--- config.mk ---
export PLATFORM = sky130hd
export DESIGN_NAME = radix_n_digit_converter
export DESIGN_NICKNAME = d
export VERILOG_FILES = /design/src/hw/rtl/rnd_pkg.sv /design/src/hw/rtl/rnd_cell.sv /design/src/hw/rtl/rnd_out_reg.sv /design/src/hw/rtl/radix_n_digit_converter.sv
export SDC_FILE = /design/constraint.sdc
export NUM_CORES = 1
export LEC_CHECK = 0
export BUFFER_PORTS_ARGS = -buffer_cell sky130_fd_sc_hd__buf_2
export CAP_MARGIN = 0
export CORE_ASPECT_RATIO = 0.9
export CORE_MARGIN = 3
export CORE_UTILIZATION = 35
export DETAILED_ROUTE_END_ITERATION = 12
export GPL_TIMING_DRIVEN = 0
export HOLD_SLACK_MARGIN = 0.05
export PLACE_DENSITY = 0.5
export SLEW_MARGIN = 30
export SYNTH_ARGS = -nofsm -noshare
export SYNTH_HDL_FRONTEND = slang
export SYNTH_HIERARCHICAL = 1
export SYNTH_SLANG_ARGS = --single-unit
--- constraint.sdc ---
create_clock -name aclk -period 3.26 [get_ports aclk]
set_input_delay 0.326 -clock aclk [delete_from_list [all_inputs] [get_ports aclk]]
set_output_delay 0.326 -clock aclk [all_outputs]
set_load 0.02 [all_outputs]
--- src/hw/rtl/rnd_pkg.sv ---
`default_nettype none
package rnd_pkg;

    localparam int VALUE_WIDTH = 31;
    localparam int BASE_W      = 5;
    localparam int DIGIT_W     = 4;
    localparam int CHAR_W      = 7;

    // worst case digit count is radix 2
    localparam int DIGITS      = VALUE_WIDTH;
    localparam int CONV_CYCLES = VALUE_WIDTH + DIGITS - 1;
    localparam int CNT_W       = $clog2(CONV_CYCLES);
    localparam int REM_W       = $clog2(DIGITS + 1);

    localparam int S_TDATA_W   = ((VALUE_WIDTH + BASE_W + 7) / 8) * 8;
    localparam int M_TDATA_W   = ((CHAR_W + 7) / 8) * 8;

    localparam logic [BASE_W-1:0] BASE_MIN = BASE_W'(2);
    localparam logic [BASE_W-1:0] BASE_MAX = BASE_W'(16);

    localparam logic [CHAR_W-1:0]  CHAR_ZERO = 7'd48;  // '0'
    localparam logic [CHAR_W-1:0]  CHAR_A    = 7'd65;  // 'A'
    localparam logic [DIGIT_W-1:0] DIGIT_TEN = 4'd10;

    typedef struct packed {
        logic clr;
        logic conv_en;
        logic shift_en;
    } cell_ctrl_t;

    function automatic logic [CHAR_W-1:0] digit_to_ascii(input logic [DIGIT_W-1:0] d);
        logic [CHAR_W-1:0] ch;
        if (d < DIGIT_TEN) begin
            ch = CHAR_ZERO + CHAR_W'(d);
        end else begin
            ch = CHAR_A + CHAR_W'(d - DIGIT_TEN);
        end
        return ch;
    endfunction

endpackage
`default_nettype wire

--- src/hw/rtl/rnd_cell.sv ---
`default_nettype none
// One radix-b digit: doubles itself plus the carry from below each step.
module rnd_cell
    import rnd_pkg::*;
(
    input  wire logic               aclk,
    input  wire cell_ctrl_t         ctrl,
    input  wire logic [BASE_W-1:0]  base,
    input  wire logic               carry_in,
    input  wire logic [DIGIT_W-1:0] shift_in,
    output logic [DIGIT_W-1:0]      digit,
    output logic                    carry_out
);

    logic [DIGIT_W-1:0] digit_reg, digit_next;
    logic               carry_reg, carry_next;
    logic [BASE_W-1:0]  twice;
    logic [BASE_W-1:0]  diff;
    logic               ge;

    // 2*d + c, d < base so result < 2*base
    assign twice = {digit_reg, carry_in};
    assign ge    = (twice >= base);
    assign diff  = twice - base;

    always_comb begin
        digit_next = digit_reg;
        carry_next = carry_reg;
        if (ctrl.clr) begin
            digit_next = '0;
            carry_next = 1'b0;
        end else if (ctrl.conv_en) begin
            digit_next = ge ? diff[DIGIT_W-1:0] : twice[DIGIT_W-1:0];
            carry_next = ge;
        end else if (ctrl.shift_en) begin
            digit_next = shift_in;
        end
    end

    always_ff @(posedge aclk) begin
        digit_reg <= digit_next;
        carry_reg <= carry_next;
    end

    assign digit     = digit_reg;
    assign carry_out = carry_reg;

endmodule
`default_nettype wire

--- src/hw/rtl/rnd_out_reg.sv ---
`default_nettype none
// Output holding register for the digit stream.
module rnd_out_reg
    import rnd_pkg::*;
(
    input  wire logic              aclk,
    input  wire logic              aresetn,
    input  wire logic              load,
    input  wire logic [CHAR_W-1:0] char_in,
    input  wire logic              last_in,
    output logic                   can_load,
    output logic                   m_tvalid,
    input  wire logic              m_tready,
    output logic [M_TDATA_W-1:0]   m_tdata,
    output logic                   m_tlast
);

    logic              valid_reg, valid_next;
    logic [CHAR_W-1:0] char_reg;
    logic              last_reg;

    assign can_load = !valid_reg || m_tready;

    always_comb begin
        valid_next = valid_reg;
        if (load) begin
            valid_next = 1'b1;
        end else if (m_tready) begin
            valid_next = 1'b0;
        end
    end

    always_ff @(posedge aclk) begin
        if (!aresetn) begin
            valid_reg <= 1'b0;
        end else begin
            valid_reg <= valid_next;
        end
    end

    always_ff @(posedge aclk) begin
        if (load) begin
            char_reg <= char_in;
            last_reg <= last_in;
        end
    end

    assign m_tvalid = valid_reg;
    assign m_tdata  = M_TDATA_W'(char_reg);
    assign m_tlast  = last_reg;

endmodule
`default_nettype wire

--- src/hw/rtl/radix_n_digit_converter.sv ---
`default_nettype none
// Channel  | dir | tdata (low bit up)                  | tlast
// ---------+-----+-------------------------------------+-------------------
// s_       | in  | value[30:0], base[35:31], pad to 40 | -
// m_       | out | digit_char[6:0], pad to 8           | last digit of item
//
// One item at a time: after the accept beat the value shifts in MSB first
// through radix-b digit cells with registered carries until the row settles.
// Then one digit shifts out per cycle while the output register can take it,
// top first; leading zeros drop without a beat. m_tready low stretches
// the emit phase only; the next item waits until the last digit is in the
// output register. Reset clears the control state and output valid.
module radix_n_digit_converter
    import rnd_pkg::*;
(
    input  wire logic                 aclk,
    input  wire logic                 aresetn,
    input  wire logic                 s_tvalid,
    output logic                      s_tready,
    input  wire logic [S_TDATA_W-1:0] s_tdata,   // value, base
    output logic                      m_tvalid,
    input  wire logic                 m_tready,
    output logic [M_TDATA_W-1:0]      m_tdata,   // digit_char
    output logic                      m_tlast
);

    localparam logic [1:0] S_IDLE = 2'd0;
    localparam logic [1:0] S_CONV = 2'd1;
    localparam logic [1:0] S_EMIT = 2'd2;

    logic [1:0]             state_reg, state_next;
    logic [CNT_W-1:0]       cnt_reg, cnt_next;
    logic [REM_W-1:0]       rem_reg, rem_next;
    logic                   lead_reg, lead_next;
    logic [VALUE_WIDTH-1:0] val_sr_reg, val_sr_next;
    logic [BASE_W-1:0]      base_reg, base_next;

    logic                   in_beat;
    logic [VALUE_WIDTH-1:0] in_value;
    logic [BASE_W-1:0]      in_base;
    logic                   can_load;
    logic                   emit;
    logic                   skip;
    logic                   shift;
    logic                   rem_one;
    logic [DIGIT_W-1:0]     top_digit;

    logic [DIGIT_W-1:0]     digit_w [DIGITS];
    logic                   carry_w [DIGITS];

    assign s_tready = (state_reg == S_IDLE);
    assign in_beat  = s_tvalid && s_tready;
    assign in_value = s_tdata[VALUE_WIDTH-1:0];
    assign in_base  = s_tdata[VALUE_WIDTH +: BASE_W];

    assign top_digit = digit_w[DIGITS-1];
    assign rem_one   = (rem_reg == REM_W'(1));

    // leading zero: drop it unless it is the only digit left
    assign skip  = (state_reg == S_EMIT) && lead_reg && (top_digit == '0) && !rem_one;
    assign emit  = (state_reg == S_EMIT) && !skip && can_load;
    assign shift = skip || emit;

    always_comb begin
        state_next  = state_reg;
        cnt_next    = cnt_reg;
        rem_next    = rem_reg;
        lead_next   = lead_reg;
        val_sr_next = val_sr_reg;
        base_next   = base_reg;
        case (state_reg)
            S_IDLE: begin
                if (in_beat) begin
                    val_sr_next = in_value;
                    if (in_base < BASE_MIN) begin
                        base_next = BASE_MIN;
                    end else if (in_base > BASE_MAX) begin
                        base_next = BASE_MAX;
                    end else begin
                        base_next = in_base;
                    end
                    cnt_next   = '0;
                    state_next = S_CONV;
                end
            end
            S_CONV: begin
                val_sr_next = {val_sr_reg[VALUE_WIDTH-2:0], 1'b0};
                cnt_next    = cnt_reg + CNT_W'(1);
                if (cnt_reg == CNT_W'(CONV_CYCLES - 1)) begin
                    rem_next   = REM_W'(DIGITS);
                    lead_next  = 1'b1;
                    state_next = S_EMIT;
                end
            end
            S_EMIT: begin
                if (shift) begin
                    rem_next = rem_reg - REM_W'(1);
                end
                if (emit) begin
                    lead_next = 1'b0;
                    if (rem_one) begin
                        state_next = S_IDLE;
                    end
                end
            end
            default: begin
                state_next = S_IDLE;
            end
        endcase
    end

    always_ff @(posedge aclk) begin
        if (!aresetn) begin
            state_reg <= S_IDLE;
            cnt_reg   <= '0;
            rem_reg   <= '0;
            lead_reg  <= 1'b0;
        end else begin
            state_reg <= state_next;
            cnt_reg   <= cnt_next;
            rem_reg   <= rem_next;
            lead_reg  <= lead_next;
        end
    end

    always_ff @(posedge aclk) begin
        val_sr_reg <= val_sr_next;
        base_reg   <= base_next;
    end

    // digit row: cell i takes step k at counter value k+i, so it stops after
    // counter value i + VALUE_WIDTH - 1
    for (genvar gi = 0; gi < DIGITS; gi++) begin : g_cell
        cell_ctrl_t         ctrl;
        logic               cin;
        logic [DIGIT_W-1:0] sin;

        assign ctrl.clr      = in_beat;
        assign ctrl.conv_en  = (state_reg == S_CONV) &&
                               (cnt_reg <= CNT_W'(gi + VALUE_WIDTH - 1));
        assign ctrl.shift_en = shift;

        if (gi == 0) begin : g_first
            assign cin = val_sr_reg[VALUE_WIDTH-1];
            assign sin = '0;
        end else begin : g_rest
            assign cin = carry_w[gi-1];
            assign sin = digit_w[gi-1];
        end

        rnd_cell u_cell (
            .aclk      (aclk),
            .ctrl      (ctrl),
            .base      (base_reg),
            .carry_in  (cin),
            .shift_in  (sin),
            .digit     (digit_w[gi]),
            .carry_out (carry_w[gi])
        );
    end

    rnd_out_reg u_out (
        .aclk     (aclk),
        .aresetn  (aresetn),
        .load     (emit),
        .char_in  (digit_to_ascii(top_digit)),
        .last_in  (rem_one),
        .can_load (can_load),
        .m_tvalid (m_tvalid),
        .m_tready (m_tready),
        .m_tdata  (m_tdata),
        .m_tlast  (m_tlast)
    );

    // an accepted item always starts a conversion
    a_accept_conv: assert property (@(posedge aclk) disable iff (!aresetn)
        in_beat |=> (state_reg == S_CONV))
        else $error("accept did not start conversion");

    // no digit leaves before the row has settled
    a_no_early_emit: assert property (@(posedge aclk) disable iff (!aresetn)
        (state_reg != S_EMIT) |-> !emit)
        else $error("digit emitted outside emit phase");

    // the flagged digit ends the item
    a_last_ends: assert property (@(posedge aclk) disable iff (!aresetn)
        (emit && rem_one) |=> (state_reg == S_IDLE))
        else $error("last digit did not end item");

    // digit count never runs out while emitting
    a_rem_nonzero: assert property (@(posedge aclk) disable iff (!aresetn)
        (state_reg == S_EMIT) |-> (rem_reg != '0))
        else $error("digit count exhausted in emit");

    // any value fits in DIGITS cells: the top cell never carries out
    a_no_overflow: assert property (@(posedge aclk) disable iff (!aresetn)
        (state_reg == S_EMIT) |-> !carry_w[DIGITS-1])
        else $error("digit row overflow");

endmodule
`default_nettype wire

==> results.cfg, run 1 <==
[finish]
nFillCells = 5063
drive_above_1_share = 0.142
n_antenna_cell = 0
largest_reg_flops = 124
fin_nets = 2483
register_area_mm2 = 0.00470
multi_input_area_mm2 = 0.0119
final_core_util = 0.406
areaGrowthSynthToFinish_pct = 14.3

[routing]
wl_per_cell_um = 15.8
drtIter0Drc = 731
top_layer_used = met4
firstDrtPassIters = 4
routed-wl-met3_um = 1340
wl_um = 46600
vias = 15300
dr_wl_met2_um = 21600
drc = 0
m1WireLength_um = 23000
ant_nets = 0
via_per_inst = 5.21

[logic_synthesis]
syn_area_per_cell_um2 = 8.48
synth.yosys.warnings = 6
synth_cells = 2122
netlist_area_mm2 = 0.0180

[grt]
grt_max_degree = 57
grt_pass1_wl_um = 77400
grt_use_total = 0.169
antenna_found_initial = 0
grt-ovfl-total = 0
grt_pass1_vias = 14800

[critical_path]
path_max_fanout = 56
arrival_ns = 3.41
worst-setup-path-type = reg2reg
worstSetupEndpointType = flop
crit_path_start_kind = flop
ff2ff_setup_slack_ns = 0.28
worstPathRequired_ns = 3.69

[sta]
period_share = 0.915
final_max_slew_viol_count = 0
fin_ws_ns = 0.277
setup_viol = 0
fin_worst_skew_ns = 0.0104
period_minus_slack_ns = 2.98
hold_violations = 0
tightest_slew_ns = 0.675
rsz0062_at_grt = false
fmax_mhz = 335
slew_headroom = 0.549

[clocking]
cts-root-buf = clkbuf_16
clock_sinks = 213
cts.repair.resized = 0
cts_buffers = 27
clk_pin_slew_worst_paths_ns = 0.06
cts_tree = built
cts_buffer_depth = 3
clkLatencyLatePin_ns = 0.55
htree_levels = 1

[floorplanning]
die_y_um = 221
fp.dieW_um = 245
die_area_mm2 = 0.0542
row_count = 78
io_pins = 55
core_area_mm2 = 0.0507
start_util = 0.355

[power]
power_leakage_uw = 0.00864
power_density_mw_per_mm2 = 519
vdd_drop_max_mv = 0.381

[run_status]
status = completed

[place]
globalplace.congestion = 0.809
dp_hpwl_um = 35300
pre_cts_ws_ns = 0.309
port_buffers = 49

[min_path]
hold_class = in2reg

[run]
maxCapViolCount = 0
==> through the flow <==
step / hold WS, ns / area, µm² / std cells / setup TNS [ns] / total power [µW]
3_3_place_gp: 0.491 / 19100 / 2854 / -154.62 / 7330
2_1_floorplan: 0.444 / 18000 / 2125 / 0 / 6490
6_report: 0.0733 / 20600 / 2943 / 0 / 10700
5_1_grt: 0.0670 / 20600 / 2943 / 0 / 11500
4_1_cts: 0.0527 / 20600 / 2943 / 0 / 10800
3_5_place_dp: 0.492 / 19400 / 2871 / 0 / 7440
==> cell type report <==
type | count | area share
Buffer | 95 | 0.0239
Clock buffer | 36 | 0.0374
Clock inverter | 13 | 0.00949
Inverter | 244 | 0.0445
Multi-Input combinational cell | 1573 | 0.579
Sequential cell | 213 | 0.229
Tap cell | 680 | 0.0414
Timing Repair Buffer | 89 | 0.0360
==> where the power goes <==
part / internal (µW) / switching (µW)
logic: 1710 / 2130
registers: 3090 / 465
clock network: 2040 / 1230
total: 6840 / 3830
==> placed cells by master, fill, tap and decap left out, drive strengths merged, types with 52 or more instances in the layout <==
cell type	count
a211oi	73
a21oi	170
buf	132
clkbuf	55
dfxtp	169
ha	165
inv	244
mux2i	124
nand2	215
nor2	97
nor2b	66
nor3	113
o21ai	74
o311ai	52
or3	52
==> worst max-delay path, cell delays in order (launching register included) <==
cell and delay, ns:
dfxtp_1 0.39, inv_1 0.16, ha_1 0.18, nand4bb_1 0.19, o21bai_4 0.26, and2_4 0.55
buf_16 0.31, buf_2 0.24, mux2i_1 0.20, nor3_1 0.07, a311o_1 0.28
==> path summary, 6_finish.rpt <==
kind | startpoint | to | cells past startpoint
max | g_cell[30].u_cell/digit[1] | g_cell[8].u_cell/digit[2] | 10
min | s_tdata[3] | val_sr_reg[3] | 3
max reg2reg | g_cell[30].u_cell/digit[1] | g_cell[8].u_cell/digit[2] | 10
min reg2reg | g_cell[12].u_cell/carry_out | g_cell[13].u_cell/digit[0] | 2
==> what timing repair did <==
| item | CTS | global route |
|---|---|---|
| setup buffers | 0 | 0 |
| hold buffers | 23 | 0 |
| hold endpoints to repair | 23 | 0 |
==> layer usage <==
layer | vias up | track usage
li1 | 7916 | -
met1 | 7214 | 0.239
met2 | 160 | 0.282
met3 | 48 | 0.0193
met4 | 0 | 0.0280
met5 | - | 0
Power figures use the tool's default switching activity.
==> inputs of run 2 (changes only) <==
- CORE_MARGIN: 3 -> 2
==> run 2 against run 1 <==
  * Utilization grew 0.098 points
  * Routed wire length shrank 0.33%
  * Cell area is essentially flat
  * Setup slack gained 0.015 ns
  * Via count grew 0.85%
  * Critical path depth is the same
  * Maximum frequency grew 0.50%
  * Sequential cell count is the same
  * Clock power shrank 8.9%
  * Global-route usage grew 0.53 points
  * Critical path type unchanged
  * Largest cell class unchanged
==> results.cfg, run 2 (synthesis results as in run 1) <==
[sta]
fin_ws_ns = 0.292
tightest_slew_ns = 0.693
fin_worst_skew_ns = 0.0206
hold_slack_ns = 0.0851
setup_viol = 0
rsz0062_at_grt = false
period_minus_slack_ns = 2.97
fmax_mhz = 337
slew_headroom = 0.537
hold_violations = 0
final_max_slew_viol_count = 0
period_share = 0.910

[clocking]
clkLatencyLatePin_ns = 0.56
cts_buffer_depth = 3
clk_pin_slew_worst_paths_ns = 0.06
htree_levels = 1
ctsHoldBuffers = 31
cts_buffers = 27
cts_tree = built
cts.repair.resized = 0
cts-root-buf = clkbuf_16
cts_setup_buffers = 0
clock_sinks = 213

[critical_path]
worstSetupEndpointType = flop
reg2reg_from = g_cell[30].u_cell/digit[1]
arrival_ns = 3.41
ff2ff_setup_slack_ns = 0.29
crit_start = g_cell[30].u_cell/digit[1]
worst-setup-path-type = reg2reg
path_max_fanout = 53
worstPathRequired_ns = 3.70
crit_path_start_kind = flop

[floorplanning]
start_util = 0.356
fp.dieW_um = 243
core_area_mm2 = 0.0506
die_y_um = 219
die_area_mm2 = 0.0532
io_pins = 55
row_count = 78

[power]
power_density_mw_per_mm2 = 505
vdd_drop_max_mv = 0.382
power_frac_clock = 0.287
p_switching_uw = 3810
p_int_uw = 6570
seqPwrFrac = 0.342
combPwrFrac = 0.371
power_leakage_uw = 0.00864
p_sw_frac = 0.367

[grt]
grt-ovfl-total = 0
antenna_found_initial = 1
grt_max_degree = 54
grt_pass1_vias = 15100
grt_pass1_wl_um = 77500
grt_use_total = 0.174

[routing]
vias = 15500
ant_nets = 0
drc = 0
wl_um = 46400
drtIter0Drc = 604
via_per_inst = 5.24
firstDrtPassIters = 5
wl_per_cell_um = 15.7

[finish]
n_antenna_cell = 0
fin_nets = 2493
areaGrowthSynthToFinish_pct = 14.3
register_area_mm2 = 0.00470
fin_cells = 2953
drive_above_1_share = 0.139
final_common_cell = inv_1
final_cell_mix = inv_1, nand2_1, a21oi_1
final_core_util = 0.407
largest_reg_flops = 124
multi_input_area_mm2 = 0.0119
nFillCells = 5081

[run_status]
status = completed

[run]
maxCapViolCount = 0

[place]
port_buffers = 49
dp_hpwl_um = 34900
dp.cells = 2873
globalplace.congestion = 0.834
pre_cts_ws_ns = 0.282

[min_path]
hold_class = in2reg
hp-start = aresetn
==> run 2: cell types whose count changed in the layout (fill, tap and decap cells not counted), sizes merged <==
| cell | previous run | this run |
|---|---|---|
| buf | 132 | 134 |
| bufinv | 5 | 1 |
| clkbuf | 55 | 61 |
| clkinv | 7 | 6 |
| clkinvlp | 1 | 0 |
| dlygate4sd3 | 23 | 31 |
==> run 2: power by group through the flow <==
stage	Sequential [µW]	Clock, µW	Combinational, µW
2_1_floorplan	3430	0	3050
4_1_cts	3560	3090	3860
5_1_grt	3620	3180	4360
6_report	3550	2980	3850
3_3_place_gp	3670	0	3660
3_5_place_dp	3620	0	3810
==> run 2: critical path: stages (launching register included) <==
cell,delay (ns)
dfxtp_1,0.37
inv_1,0.16
ha_1,0.16
nand4bb_1,0.19
o21bai_4,0.28
and2_4,0.58
buf_16,0.31
buf_2,0.22
mux2i_1,0.20
nor3_1,0.07
a311o_1,0.27
==> run 2: metrics by stage <==
stage	power [µW]	instance area, µm²	setup TNS, ns
finish	10400	20600	0
floorplan	6490	18000	0
global route	11200	20600	0
detailed placement	7430	19400	0
global placement	7340	19100	-147.62
CTS	10500	20600	0
==> run 2: metal layers <==
layer | part of all wire | vias up | global-route usage
li1 | - | 7958 | -
met1 | 0.50 | 7270 | 0.241
met2 | 0.45 | 184 | 0.293
met3 | 0.032 | 56 | 0.0205
met4 | 0.017 | 0 | 0.0360
met5 | 0 | - | 0
==> run 2: final cells by class <==
cell class / count / share of cell area
Timing Repair Buffer: 99 / 0.0414
Inverter: 244 / 0.0445
Buffer: 95 / 0.0238
Sequential cell: 213 / 0.229
Clock inverter: 7 / 0.00298
Clock buffer: 42 / 0.0390
Multi-Input combinational cell: 1573 / 0.578
Tap cell: 680 / 0.0414
==> run 2: path summary, 6_finish.rpt <==
| kind | cells after the start | end |
|---|---|---|
| worst max-delay path | 10 | g_cell[9].u_cell/digit[2] |
| worst min-delay path | 2 | cnt_reg[4] |
| worst max register to register | 10 | g_cell[9].u_cell/digit[2] |
| worst min register to register | 2 | g_cell[7].u_cell/digit[0] |
==> inputs of run 3 (changes only) <==
- CORE_ASPECT_RATIO: 0.9 -> not set
- SLEW_MARGIN: 30 -> 20
==> run 3 against run 2 <==
  * First-iteration DRC count grew 30%
  * Clock power grew 12%
  * Critical endpoint is now g_cell[8].u_cell/digit[2]
  * Die area is essentially flat
  * Sequential power is essentially flat
  * Sequential share of layout area shrank 0.14 points
  * Clock skew shrank 0.0019 ns
  * Critical path type unchanged
  * Total power grew 3.4%
  * Worst hold slack gained 0.0038 ns
  * Combinational power is essentially flat
  * Routed wire length grew 0.31%
  * Cell area grew 0.61%
  * Largest power group unchanged
  * Non-clock buffer count is the same
==> results.cfg, run 3 (synthesis results as in run 1) <==
[clocking]
clock_sinks = 213
htree_levels = 1
cts-root-buf = clkbuf_16
cts_setup_buffers = 0
clk_pin_slew_worst_paths_ns = 0.06
cts_tree = built
cts_buffer_depth = 3
clkLatencyLatePin_ns = 0.56
cts_buffers = 29

[routing]
ant_nets = 0
drc = 0
via_per_inst = 5.23
firstDrtPassIters = 5
wl_per_cell_um = 15.8
wl_um = 46600
drtIter0Drc = 786
vias = 15500

[place]
port_buffers = 49
dp.cells = 2872
globalplace.congestion = 0.830
dp_hpwl_um = 34600

[finish]
fin_nets = 2495
nFillCells = 5182
n_antenna_cell = 0
final_common_cell = inv_1
register_area_mm2 = 0.00470
multi_input_area_mm2 = 0.0119
fin_cells = 2957
final_cell_mix = inv_1, nand2_1, a21oi_1
areaGrowthSynthToFinish_pct = 15.0
drive_above_1_share = 0.143
largest_reg_flops = 124

[critical_path]
worstSetupEndpointType = flop
crit_path_start_kind = flop
worstPathRequired_ns = 3.69
arrival_ns = 3.45
path_max_fanout = 50
worst-setup-path-type = reg2reg

[power]
power_uw = 10700
vdd_drop_max_mv = 0.370
power_leakage_uw = 0.00868
power_density_mw_per_mm2 = 519

[sta]
final_max_slew_viol_count = 0
hold_slack_ns = 0.0889
period_share = 0.926
fmax_mhz = 331
slew_headroom = 0.527
rsz0062_at_grt = false
hold_violations = 0
fin_worst_skew_ns = 0.0187
setup_viol = 0
tightest_slew_ns = 0.710
period_minus_slack_ns = 3.02

[floorplanning]
core_area_mm2 = 0.0511
io_pins = 55
fp.dieW_um = 231
row_count = 83
start_util = 0.352
die_y_um = 231
die_area_mm2 = 0.0532

[grt]
grt_pass1_vias = 15200
grt_max_degree = 53
grt_use_total = 0.175
antenna_found_initial = 0
grt-ovfl-total = 0
grt_pass1_wl_um = 78100

[min_path]
hold_class = in2reg

[run]
maxCapViolCount = 0

[run_status]
status = completed
run 3: cell count changes in the layout (fill, tap and decap cells not counted), sizes merged:
cell         change
clkbuf           -2
buf              -1
dlygate4sd3      +1
bufinv           +2
clkinvlp         +4
run 3: cell type report:
cell class,count,area share
Multi-Input combinational cell,1573,0.575
Sequential cell,213,0.227
Inverter,244,0.0442
Tap cell,680,0.0411
Clock buffer,40,0.0409
Timing Repair Buffer,99,0.0405
Buffer,95,0.0237
Clock inverter,13,0.00750
run 3: final timing paths:
path	endpoint	start	slack, ns	depth (start not counted)
max	g_cell[8].u_cell/digit[2]	g_cell[30].u_cell/digit[1]	0.24	10
min	u_out/m_tvalid	m_tready	0.09	3
max reg2reg	g_cell[8].u_cell/digit[2]	g_cell[30].u_cell/digit[1]	0.24	10
min reg2reg	g_cell[17].u_cell/digit[0]	g_cell[16].u_cell/carry_out	0.50	2
run 3: critical path, cell delays in order (launching register included):
cell and delay, ns:
dfxtp_1 0.38, inv_1 0.15, ha_1 0.17, nand4bb_1 0.20, o21bai_4 0.27, and2_4 0.63, buf_12 0.31, buf_2 0.23
mux2i_1 0.19, nor3_1 0.06, a311o_1 0.27
run 3: where the power goes:
part / internal [µW] / leakage [µW] / switching (µW)
sequential: 3090 / 0.00183 / 460
combinational: 1720 / 0.00638 / 2130
clock: 2040 / 0.000481 / 1290
total: 6850 / 0.00868 / 3880
run 3: what timing repair did:
item                       4_1_cts  5_1_grt
setup endpoints to repair        0        0
gates resized for setup          0        0
hold buffers                    32        0
hold endpoints to repair        33        0
run 3: per-stage QoR:
step | utilization | setup WS [ns] | cell area, µm² | setup TNS [ns]
floorplan | - | 0.00237 | 18000 | 0
global placement | 0.374 | -1.37 | 19100 | -144.01
finish | 0.405 | 0.241 | 20700 | 0
CTS | 0.405 | 0.213 | 20700 | 0
global route | 0.405 | 0.00569 | 20700 | 0
detailed placement | 0.379 | 0.225 | 19400 | 0
run 3: metal layers:
| metal | up-vias | global-route usage | wire [µm] |
|---|---|---|---|
| li1 | 7911 | - | - |
| met1 | 7320 | 0.229 | 22000 |
| met2 | 165 | 0.309 | 22400 |
| met3 | 64 | 0.0195 | 1120 |
| met4 | 0 | 0.0419 | 1090 |
| met5 | - | 0 | 0 |
